### config.mk
export PLATFORM = sky130hd
export DESIGN_NAME = modem_link_frame_parser_flat
export DESIGN_NICKNAME = d
export VERILOG_FILES = /design/src/hdl/mlfp_pkg.sv /design/src/hdl/mlfp_byte_if.sv /design/src/hdl/mlfp_status_if.sv /design/src/hdl/mlfp_widen.sv /design/src/hdl/mlfp_core.sv /design/src/hdl/modem_link_frame_parser.sv /design/src/flat_wrapper.sv
export VERILOG_INCLUDE_DIRS = /design/src /design/src/hdl
export SDC_FILE = /design/constraint.sdc
export NUM_CORES = 1
export LEC_CHECK = 0
export BUFFER_PORTS_ARGS = -buffer_cell sky130_fd_sc_hd__clkbuf_2
export CAP_MARGIN = 5
export CORE_ASPECT_RATIO = 0.6
export CORE_MARGIN = 8
export CORE_UTILIZATION = 55
export CTS_CLUSTER_DIAMETER = 80
export DETAILED_ROUTE_END_ITERATION = 6
export GPL_ROUTABILITY_DRIVEN = 0
export PLACE_DENSITY = 0.76
export SYNTH_ARGS = -nofsm -noshare
export SYNTH_HDL_FRONTEND = slang
export SYNTH_SLANG_ARGS = --single-unit
### constraint.sdc
create_clock -name clk -period 10.7 [get_ports clk]
set_input_delay 2.675 -clock clk [delete_from_list [all_inputs] [get_ports clk]]
set_output_delay 2.675 -clock clk [all_outputs]
set_load 0.02 [all_outputs]
### src/hdl/modem_link_frame_parser_defines.svh
// ----------------------------------------------------------------------------
// Modem link frame parser assertion macros
// Shared concurrent check forms, sampled on clk and disabled during rst.
// ----------------------------------------------------------------------------
`ifndef MODEM_LINK_FRAME_PARSER_DEFINES_SVH
`define MODEM_LINK_FRAME_PARSER_DEFINES_SVH

// Same-cycle implication.
`define MLFP_ASSERT_NOW(label, ante, cons, msg) \
  label: assert property (@(posedge clk) disable iff (rst) (ante) |-> (cons)) \
    else $error(msg);

// Next-cycle implication.
`define MLFP_ASSERT_NEXT(label, ante, cons, msg) \
  label: assert property (@(posedge clk) disable iff (rst) (ante) |=> (cons)) \
    else $error(msg);

`endif

### src/hdl/mlfp_pkg.sv
// ----------------------------------------------------------------------------
// mlfp_pkg
// Types, text constants and helpers for the modem link frame parser.
// ----------------------------------------------------------------------------
`timescale 1ns / 1ps

package mlfp_pkg;

  typedef enum logic [1:0] {
    EV_NONE       = 2'd0,
    EV_CONNECT    = 2'd1,
    EV_DISCONNECT = 2'd2
  } mlfp_event_t;

  typedef struct packed {
    logic        link_up;
    mlfp_event_t link_event;
    logic        packet_done;
    logic        have_packet;
    logic        want_packet;
  } mlfp_status_t;

  localparam logic [3:0] CONN_LEN  = 4'd7;
  localparam logic [3:0] DISC_LEN  = 4'd10;
  localparam logic [7:0] CONN_HEAD = 8'h43;  // 'C'
  localparam logic [7:0] DISC_HEAD = 8'h4E;  // 'N'

  // "CONNECT"
  function automatic logic [7:0] conn_char(input logic [3:0] idx);
    logic [7:0] c;
    case (idx)
      4'd0:    c = 8'h43;
      4'd1:    c = 8'h4F;
      4'd2:    c = 8'h4E;
      4'd3:    c = 8'h4E;
      4'd4:    c = 8'h45;
      4'd5:    c = 8'h43;
      4'd6:    c = 8'h54;
      default: c = 8'h00;
    endcase
    return c;
  endfunction

  // "NO CARRIER"
  function automatic logic [7:0] disc_char(input logic [3:0] idx);
    logic [7:0] c;
    case (idx)
      4'd0:    c = 8'h4E;
      4'd1:    c = 8'h4F;
      4'd2:    c = 8'h20;
      4'd3:    c = 8'h43;
      4'd4:    c = 8'h41;
      4'd5:    c = 8'h52;
      4'd6:    c = 8'h52;
      4'd7:    c = 8'h49;
      4'd8:    c = 8'h45;
      4'd9:    c = 8'h52;
      default: c = 8'h00;
    endcase
    return c;
  endfunction

endpackage

### src/hdl/mlfp_byte_if.sv
// ----------------------------------------------------------------------------
// mlfp_byte_if
// Valid/ready channel carrying one received modem byte per item.
// ----------------------------------------------------------------------------
`timescale 1ns / 1ps

interface mlfp_byte_if;
  logic       valid;
  logic       ready;
  logic [7:0] rx_byte;

  modport source (output valid, output rx_byte, input ready);
  modport sink   (input valid, input rx_byte, output ready);
endinterface

### src/hdl/mlfp_status_if.sv
// ----------------------------------------------------------------------------
// mlfp_status_if
// Valid/ready channel carrying one link status item per received byte.
// ----------------------------------------------------------------------------
`timescale 1ns / 1ps

interface mlfp_status_if;
  logic        valid;
  logic        ready;
  logic        link_up;
  logic [1:0]  link_event;
  logic        packet_done;
  logic        have_packet;
  logic        want_packet;
  logic [31:0] forward_power;
  logic [31:0] rotation_power;

  modport source (
    output valid, output link_up, output link_event, output packet_done,
    output have_packet, output want_packet, output forward_power,
    output rotation_power, input ready
  );
  modport sink (
    input valid, input link_up, input link_event, input packet_done,
    input have_packet, input want_packet, input forward_power,
    input rotation_power, output ready
  );
endinterface

### src/hdl/mlfp_widen.sv
// ----------------------------------------------------------------------------
// mlfp_widen
// Half to single precision bit widening; only +0 is special-cased, no subnormal, Inf or NaN handling.
// ----------------------------------------------------------------------------
`timescale 1ns / 1ps

module mlfp_widen (
  input  logic [15:0] half,
  output logic [31:0] single
);
  logic [7:0] expo;

  // rebias 15 -> 127
  assign expo = {3'b000, half[14:10]} + 8'd112;

  always_comb begin
    if (half == 16'h0000) begin
      single = 32'h0000_0000;
    end else begin
      single = {half[15], expo, half[9:0], 13'h0000};
    end
  end
endmodule

### src/hdl/mlfp_core.sv
// ----------------------------------------------------------------------------
// mlfp_core
// Link state, text matching, packet assembly and latching for one byte.
// ----------------------------------------------------------------------------
`timescale 1ns / 1ps
`include "modem_link_frame_parser_defines.svh"

module mlfp_core (
  input  logic                  clk,
  input  logic                  rst,
  input  logic                  step,
  input  logic [7:0]            rx_byte,
  output mlfp_pkg::mlfp_status_t status_next,
  output logic [31:0]           packet_next
);
  import mlfp_pkg::*;

  logic        link_connected;
  logic [3:0]  match_index;
  logic [7:0]  assembly_buffer [4];
  logic [1:0]  byte_position;
  logic [31:0] last_packet;
  logic        packet_seen;
  logic        reply_wanted;

  logic        link_connected_next;
  logic [3:0]  match_index_next;
  logic [1:0]  byte_position_next;
  logic [31:0] last_packet_next;
  logic        packet_seen_next;
  logic        reply_wanted_next;

  logic [3:0]  text_len;
  logic [7:0]  text_char;
  logic [7:0]  text_head;
  logic [3:0]  index_inc;
  logic        hit;
  logic        done;
  mlfp_event_t ev;

  assign text_len  = link_connected ? DISC_LEN : CONN_LEN;
  assign text_char = link_connected ? disc_char(match_index) : conn_char(match_index);
  assign text_head = link_connected ? DISC_HEAD : CONN_HEAD;
  assign index_inc = match_index + 4'd1;

  always_comb begin
    hit = 1'b0;
    if ((match_index < text_len) && (text_char == rx_byte)) begin
      if (index_inc >= text_len) begin
        hit              = 1'b1;
        match_index_next = 4'd0;
      end else begin
        match_index_next = index_inc;
      end
    end else if (rx_byte == text_head) begin
      match_index_next = 4'd1;
    end else begin
      match_index_next = 4'd0;
    end
  end

  always_comb begin
    link_connected_next = link_connected;
    byte_position_next  = byte_position;
    last_packet_next    = last_packet;
    packet_seen_next    = packet_seen;
    reply_wanted_next   = reply_wanted;
    done                = 1'b0;
    ev                  = EV_NONE;
    if (!link_connected) begin
      if (hit) begin
        link_connected_next = 1'b1;
        packet_seen_next    = 1'b0;
        reply_wanted_next   = 1'b0;
        ev                  = EV_CONNECT;
      end
    end else begin
      if (hit) begin
        link_connected_next = 1'b0;
        last_packet_next    = 32'h0000_0000;
        ev                  = EV_DISCONNECT;
      end
      byte_position_next = byte_position + 2'd1;
      // last byte of the packet goes straight into the latch
      if (byte_position == 2'd3) begin
        done              = 1'b1;
        packet_seen_next  = 1'b1;
        reply_wanted_next = 1'b1;
        last_packet_next  = {rx_byte, assembly_buffer[2], assembly_buffer[1],
                             assembly_buffer[0]};
      end
    end
  end

  assign status_next = '{
    link_up:     link_connected_next,
    link_event:  ev,
    packet_done: done,
    have_packet: packet_seen_next,
    want_packet: reply_wanted_next
  };
  assign packet_next = last_packet_next;

  always_ff @(posedge clk) begin
    if (rst) begin
      link_connected <= 1'b0;
      match_index    <= 4'd0;
      byte_position  <= 2'd0;
      last_packet    <= 32'h0000_0000;
      packet_seen    <= 1'b0;
      reply_wanted   <= 1'b0;
    end else if (step) begin
      link_connected <= link_connected_next;
      match_index    <= match_index_next;
      byte_position  <= byte_position_next;
      last_packet    <= last_packet_next;
      packet_seen    <= packet_seen_next;
      reply_wanted   <= reply_wanted_next;
    end
  end

  always_ff @(posedge clk) begin
    if (step && link_connected) begin
      assembly_buffer[byte_position] <= rx_byte;
    end
  end

  `MLFP_ASSERT_NEXT(a_connect_clears, step && (ev == EV_CONNECT), link_connected && !packet_seen && !reply_wanted, "connect did not clear packet flags")
  `MLFP_ASSERT_NEXT(a_disc_zeroes, step && (ev == EV_DISCONNECT) && !done, !link_connected && (last_packet == 32'h0000_0000), "disconnect did not zero packet")
  `MLFP_ASSERT_NOW(a_flags_paired, 1'b1, packet_seen == reply_wanted, "packet flags diverged")
endmodule

### src/hdl/modem_link_frame_parser.sv
// ----------------------------------------------------------------------------
// modem_link_frame_parser
// Modem byte stream parser: link connect/disconnect and 4-byte packets.
// ----------------------------------------------------------------------------
// One item in per byte received from the modem, one status item out per byte.
// Takes a new byte every cycle when the output side keeps up; each item
// passes an input register, then one combinational pass (text match, packet
// assembly, half-to-single widening) into the result register, which loads
// only when empty or being drained. While down the block looks for
// "CONNECT"; while up it buffers bytes into four-byte packets and looks for
// "NO CARRIER". Power words read 0 whenever the link is down.
// ----------------------------------------------------------------------------
`timescale 1ns / 1ps
`include "modem_link_frame_parser_defines.svh"

module modem_link_frame_parser (
  input  logic          clk,
  input  logic          rst,
  mlfp_byte_if.sink     rx,
  mlfp_status_if.source status
);
  import mlfp_pkg::*;

  // input register
  logic       s1_valid;
  logic [7:0] s1_byte;

  // result register may load when empty or being drained
  logic advance;
  logic step;

  mlfp_status_t status_next;
  logic [31:0]  packet_next;
  logic [31:0]  fwd_single;
  logic [31:0]  rot_single;

  assign advance  = !status.valid || status.ready;
  assign rx.ready = !s1_valid || advance;
  assign step     = s1_valid && advance;

  always_ff @(posedge clk) begin
    if (rst) begin
      s1_valid <= 1'b0;
    end else if (rx.ready) begin
      s1_valid <= rx.valid;
    end
  end

  always_ff @(posedge clk) begin
    if (rx.valid && rx.ready) begin
      s1_byte <= rx.rx_byte;
    end
  end

  mlfp_core u_core (
    .clk         (clk),
    .rst         (rst),
    .step        (step),
    .rx_byte     (s1_byte),
    .status_next (status_next),
    .packet_next (packet_next)
  );

  // bytes 0/1 -> forward, bytes 2/3 -> rotation, little-endian halves
  mlfp_widen u_widen_fwd (
    .half   (packet_next[15:0]),
    .single (fwd_single)
  );

  mlfp_widen u_widen_rot (
    .half   (packet_next[31:16]),
    .single (rot_single)
  );

  // result register
  always_ff @(posedge clk) begin
    if (rst) begin
      status.valid <= 1'b0;
    end else if (advance) begin
      status.valid <= s1_valid;
    end
  end

  always_ff @(posedge clk) begin
    if (step) begin
      status.link_up     <= status_next.link_up;
      status.link_event  <= status_next.link_event;
      status.packet_done <= status_next.packet_done;
      status.have_packet <= status_next.have_packet;
      status.want_packet <= status_next.want_packet;
      // powers forced to zero while the link is down
      status.forward_power  <= status_next.link_up ? fwd_single : 32'h0000_0000;
      status.rotation_power <= status_next.link_up ? rot_single : 32'h0000_0000;
    end
  end

  `MLFP_ASSERT_NOW(a_down_no_power, status.valid && !status.link_up, (status.forward_power == 32'h0000_0000) && (status.rotation_power == 32'h0000_0000), "power shown while link down")
  `MLFP_ASSERT_NOW(a_done_flags, status.valid && status.packet_done, status.have_packet && status.want_packet, "packet done without flags")
  `MLFP_ASSERT_NOW(a_connect_fresh, status.valid && (status.link_event == EV_CONNECT), status.link_up && !status.have_packet && !status.packet_done, "connect item inconsistent")
endmodule
### src/flat_wrapper.sv
// flat-port wrapper written by rule: the top's interface ports become plain ports
module modem_link_frame_parser_flat import mlfp_pkg::*;
  (clk, rst, rx_valid, rx_rx_byte, rx_ready, status_valid, status_link_up, status_link_event, status_packet_done, status_have_packet, status_want_packet, status_forward_power, status_rotation_power, status_ready);
  mlfp_byte_if rx_i ();
  mlfp_status_if status_i ();
  input  logic clk;
  input  logic rst;
  input wire logic [$bits(rx_i.valid)-1:0] rx_valid;
  input wire logic [$bits(rx_i.rx_byte)-1:0] rx_rx_byte;
  output wire logic [$bits(rx_i.ready)-1:0] rx_ready;
  output wire logic [$bits(status_i.valid)-1:0] status_valid;
  output wire logic [$bits(status_i.link_up)-1:0] status_link_up;
  output wire logic [$bits(status_i.link_event)-1:0] status_link_event;
  output wire logic [$bits(status_i.packet_done)-1:0] status_packet_done;
  output wire logic [$bits(status_i.have_packet)-1:0] status_have_packet;
  output wire logic [$bits(status_i.want_packet)-1:0] status_want_packet;
  output wire logic [$bits(status_i.forward_power)-1:0] status_forward_power;
  output wire logic [$bits(status_i.rotation_power)-1:0] status_rotation_power;
  input wire logic [$bits(status_i.ready)-1:0] status_ready;
  assign rx_i.valid = rx_valid;
  assign rx_i.rx_byte = rx_rx_byte;
  assign rx_ready = rx_i.ready;
  assign status_valid = status_i.valid;
  assign status_link_up = status_i.link_up;
  assign status_link_event = status_i.link_event;
  assign status_packet_done = status_i.packet_done;
  assign status_have_packet = status_i.have_packet;
  assign status_want_packet = status_i.want_packet;
  assign status_forward_power = status_i.forward_power;
  assign status_rotation_power = status_i.rotation_power;
  assign status_i.ready = status_ready;
  modem_link_frame_parser u_core (.clk(clk), .rst(rst), .rx(rx_i), .status(status_i));
endmodule
-- Word level (Yosys, flattened, before mapping)
Memories as Yosys holds them, arrays and structs flattened. A register that Yosys moved wholly into a read port is not among the register bits.
Cells that the tools add are included.
- bitwise operators: 1
- equality and inequality tests: 9
- $add $sub $neg: 4
- reductions and logical operators: 16
- $lt $le $gt $ge: 2
- mux-type cells: 29
- operators with widths (kind ; number):
    $mux 32 ; 3
    $pmux 7 s5 ; 1
    $logic_not 16->1 ; 2
    $mux 4 ; 6
    $add 5x7->8 const B ; 2
    $mux 1 ; 16
    $eq 4x3->1 const B ; 3
    $eq 4x2->1 const B ; 2
    $eq 8x7->1 ; 1
    $eq 8x8->1 ; 1
    $mux 8 ; 1
    $reduce_or 2->1 ; 4
    $add 4x1->4 const B ; 1
    $eq 4x1->1 const B ; 1
    $ge 4x4->1 ; 1
    $logic_and 1x1->1 ; 4
    $logic_not 4->1 ; 1
    $lt 4x4->1 ; 1
    $mux 2 ; 2
    $add 2x1->2 const B ; 1
    $eq 2x2->1 const B ; 1
    $logic_not 1->1 ; 2
    $logic_or 1x1->1 ; 2
    $reduce_and 2->1 ; 1
    $not 1->1 ; 1
- bits in registers: 121
- ROM bits: 112
- memories kept: 2
- input port bits: 12
- RAM bits: 32
- memory list (memory ; depth ; width ; read ports ; clocked after Yosys merged registers in ; write ports ; line ; text):
    (no name shown) ; 16 ; 7 ; 1 ; 1 ; 0 ; mlfp_pkg.sv:47 ; case (idx)
    u_core.u_core.assembly_buffer ; 4 ; 8 ; 3 ; 0 ; 1 ; mlfp_core.sv:20 ; logic [7:0] assembly_buffer [4];

-- Logic depth before layout (Yosys ltp)
- word-level depth: 12
- gate-level depth with buffers: 15

-- By module
From an unflattened synthesis, not the netlist that was laid out.
- cells, all modules: 543
- area, all modules: 6741.5 µm²
- modules (own cells, without submodules) (module ; area an instance (µm²) ; cells an instance ; instances):
    mlfp_core ; 3387.0 ; 311 ; 1
    modem_link_frame_parser ; 2936.6 ; 158 ; 1
    mlfp_widen ; 209.0 ; 37 ; 2

-- Worst setup path after synthesis
No wires, ideal clock.
- path kind: input-to-output
- start point: in status_ready
- end point: out rx_ready
- arrival: 3027 ps
- stages on the path: 2
- path slack: 4998 ps
- path buffers: 0
- path through: nor2b_1 -> nand2_1
- cells in the longest elaborated chain, start to end: 2
- ends and longest elaborated chain (what ; line ; text):
    start: declaration ; flat_wrapper.sv:19 ; input wire logic [$bits(status_i.ready)-1:0] status_ready;
    $logic_or 1x1->1 ; modem_link_frame_parser.sv:37 ; assign advance = !status.valid || status.ready;
    $logic_or 1x1->1 ; modem_link_frame_parser.sv:38 ; assign rx.ready = !s1_valid || advance;
    end: declaration ; flat_wrapper.sv:10 ; output wire logic [$bits(rx_i.ready)-1:0] rx_ready;
No other way between the ends.

-- Worst setup path in the final report
Same ends and word-level chain as after synthesis.

==> impl_metrics.json <==
{
  "grt_pass1_vias": 3526,
  "cpMostUsedCell": "clkbuf_2",
  "dieArea_um2": 13200,
  "r2r-start": "u_core.u_core.link_connected$_SDFFE_PP0P_",
  "cp.required_ns": 8.03,
  "ys_warn_count": 0,
  "power_frac_seq": 0.457,
  "timing.slew.headroom": 0.135,
  "power-per-cell-area_nw_per_um2": 182,
  "vias": 3712,
  "hold_viol_final": 0,
  "synth_area_leaders": "edfxtp_1 40%, dfxtp_1 19%, a22o_1 10%",
  "initial_core_util": 0.553,
  "cts.sinks": 122,
  "yosysMostFrequentCell": "edfxtp_1",
  "synth-simple-area-share": 0.114,
  "drive_gt1_frac": 0.202,
  "slew_viol_final": 0,
  "placed_cell_area_um2": 5590,
  "worstHoldStart": "u_core.u_core.last_packet[25]$_SDFFE_PP0P_",
  "yosys-mux-area-fraction": 0.00258,
  "rsz0062_at_grt": "false",
  "fin_nets": 514,
  "wire_per_inst_um": 19.2,
  "syn-instance-count": 432,
  "die_x_um": 143,
  "synth_flop_cell": "edfxtp_1",
  "synth_compound_area_frac": 0.160,
  "num_rows": 28,
  "min_period_ns": 5.90,
  "h-tree-depth": 4,
  "drv_cap": 0,
  "core_um2": 9670,
  "synth-xor-area-share": 0.0164,
  "crit_path_end_kind": "output pin",
  "clk_pin_slew_worst_paths_ns": 0.05,
  "p_int_mw": 0.891,
  "antenna_found_initial": 0,
  "crit_chain": "clkbuf_2 -> nor2b_1 -> nand2_1 -> clkbuf_2",
  "postCtsSetupRepairBufs": 0,
  "post_cts_resized": 0,
  "cts_hold_buf": 0,
  "viasPerCell": 5.88,
  "yosysUniqueCellTypes": 58,
  "drt_iter0_markers": 384,
  "min_path_cells": 1,
  "ios": 84,
  "synth_top_family_by_area": "compound AO/OA/AOI/OAI gates",
  "grt_max_degree": 55,
  "fin_crit_sh": 0.551,
  "post-synth-top-area-cell": "edfxtp_1",
  "tightest_slew_ns": 1.30,
  "areaGrowthSynthToFinish_pct": 15.6,
  "grt_pass1_wl_um": 18900,
  "r2r_cells": 13,
  "min-delay-path-class": "reg2reg",
  "synth.ff_latch_count": 122,
  "grt_use_total": 0.189,
  "p_sw_mw": 0.233,
  "switching_share": 0.208,
  "leakagePower_nw": 2.49,
  "ant_nets": 0,
  "cts_root_buffer": "clkbuf_16",
  "cp_num_buf_inv": 2,
  "finalInstanceArea_um2": 6180,
  "dp_cells": 600,
  "cp_max_fo": 4,
  "start_kind": "input pin",
  "cts_tree": "done",
  "fmax_mhz": 170,
  "grt-ovfl-total": 0,
  "synth_common_cells": "72 x edfxtp_1, 62 x a22o_1, 50 x dfxtp_1, 30 x buf_4",
  "die_h_um": 92.4,
  "crit_type": "in2out",
  "place.port_buffers": 57,
  "tns_ns": 0,
  "async_reset_ff_frac": 0,
  "dp.final_hpwl_um": 8200,
  "avgSynthCellArea_um2": 12.4,
  "finalNonFillerCells": 631,
  "cp.arrival_ns": 3.22,
  "synth_top_area_frac": 0.405,
  "cts_buffers": 17,
  "clk_latency_ns": 0.42,
  "synth_fa_ha_area_frac": 0.0421,
  "ir_drop_uv": 126,
  "cp_top_family": "simple AND/OR/NAND/NOR gates",
  "seq_area_frac_synth": 0.592,
  "critPathMaxStageDelay_ns": 0.21,
  "slowest_stage": "nor2b_1",
  "finalSetupViolCount": 0,
  "drt_wl_total_um": 12100,
  "cts_max_path_buffers": 2,
  "worstHoldEndpoint": "u_core.u_core.last_packet[25]$_SDFFE_PP0P_",
  "whs_ns": 0.500,
  "netlist_area_um2": 5340,
  "combPwrFrac": 0.036,
  "finalClockSkew_ns": 0.00655,
  "status": "finished clean",
  "synth_edf_count": 72,
  "route.detailed.drc": 0,
  "drt-pass1-iter-count": 5,
  "p_clk_frac": 0.507,
  "rrSetupSlack_ns": 6.61,
  "antenna_cells": 0
}
## worst register-to-register path: stages, from the launching register on
cell      delay, ns
dfxtp_1        0.86
inv_1          0.36
ha_1           0.38
nand2_1        0.04
a31o_2         0.23
a21o_1         0.21
nor3b_2        0.31
and4_1         0.23
a211o_1        0.18
and2_1         0.21
inv_1          0.08
ha_1           0.31
or4_4          0.54
o211ai_2       0.07
## metrics by stage
stage / power [mW] / util / worst slack, ns
2_1_floorplan: 0.557 / - / 5.00
3_3_place_gp: 0.562 / 0.578 / 4.83
3_5_place_dp: 0.563 / 0.578 / 4.80
4_1_cts: 1.13 / 0.639 / 4.80
5_1_grt: 1.15 / 0.639 / 4.72
6_report: 1.12 / 0.639 / 4.80
## metal layers
layer | routed length (µm) | vias to the layer above | part of all wire | GRT usage
li1 | - | 1686 | - | -
met1 | 5550 | 1789 | 0.46 | 0.260
met2 | 5140 | 210 | 0.42 | 0.261
met5 | 0 | - | 0 | 0
met3 | 1200 | 27 | 0.099 | 0.0699
met4 | 210 | 0 | 0.017 | 0.0792
## state kept, by name (all words and copies together) (netlist names), 2 cells and up, named ones only
signal and flops:
u_core.status.link_event 2, u_core.u_core.byte_position 2, u_core.u_core.last_packet 32, u_core.u_core.match_index 4, u_core.s1_byte 8, u_core.status.forward_power 17, u_core.u_core.assembly_buffer 24, u_core.status.rotation_power 17
## cells in the final DEF (no fill, tap or decap), types with 6 or more instances in the layout
| master | netlist | final |
|---|---|---|
| ha_1 | 18 | 18 |
| nand3_1 | 7 | 7 |
| dfxtp_1 | 50 | 50 |
| nor2_1 | 24 | 24 |
| nor2b_1 | 8 | 8 |
| inv_1 | 15 | 14 |
| clkbuf_2 | 0 | 57 |
| edfxtp_1 | 72 | 72 |
| nor4_1 | 16 | 16 |
| clkbuf_16 | 0 | 17 |
| xnor2_1 | 6 | 6 |
| a22o_1 | 62 | 62 |
| nand2_1 | 24 | 24 |
| conb_1 | 1 | 26 |
## cell families (layout without fill, tap and decap cells)
family / count (synthesis) / count (layout)
AND/OR/NAND/NOR: 110 / 110
buffers and inverters: 67 / 106
XOR/XNOR: 10 / 10
flip-flops: 122 / 122
multiplexers: 1 / 1
AO/OA/AOI/OAI: 103 / 103
other: 1 / 26
adder cells (fa/ha/maj): 18 / 18
## how the worst max path moves through the flow
| stage | startpoint | end | slack [ns] | cells after the start |
|---|---|---|---|---|
| floorplan | status_ready | rx_ready | 5.00 | 2 |
| global placement | status_ready | rx_ready | 4.83 | 4 |
| detailed placement | status_ready | rx_ready | 4.80 | 4 |
| CTS | status_ready | rx_ready | 4.80 | 4 |
| global route | status_ready | rx_ready | 4.72 | 4 |
| finish | status_ready | rx_ready | 4.80 | 4 |
## power groups by stage
stage                     sequential [mW]  combinational (mW)  clock (mW)
after floorplan                     0.527              0.0302           0
after global placement              0.522              0.0395           0
after detailed placement            0.523              0.0404           0
after CTS                           0.513              0.0406       0.576
after global routing                0.514              0.0439       0.593
final                               0.514              0.0408       0.570
## area by class of cell
| class | instances | area (µm²) |
|---|---|---|
| sequential | 122 | 3160 |
| clock inverter | 7 | 116 |
| inverter | 15 | 56.3 |
| tap | 135 | 169 |
| fill | 746 | 3490 |
| clock buffer | 24 | 472 |
| multi-input combinational | 268 | 1890 |
| timing repair buffer | 60 | 308 |
Power figures use the tool's default switching activity.
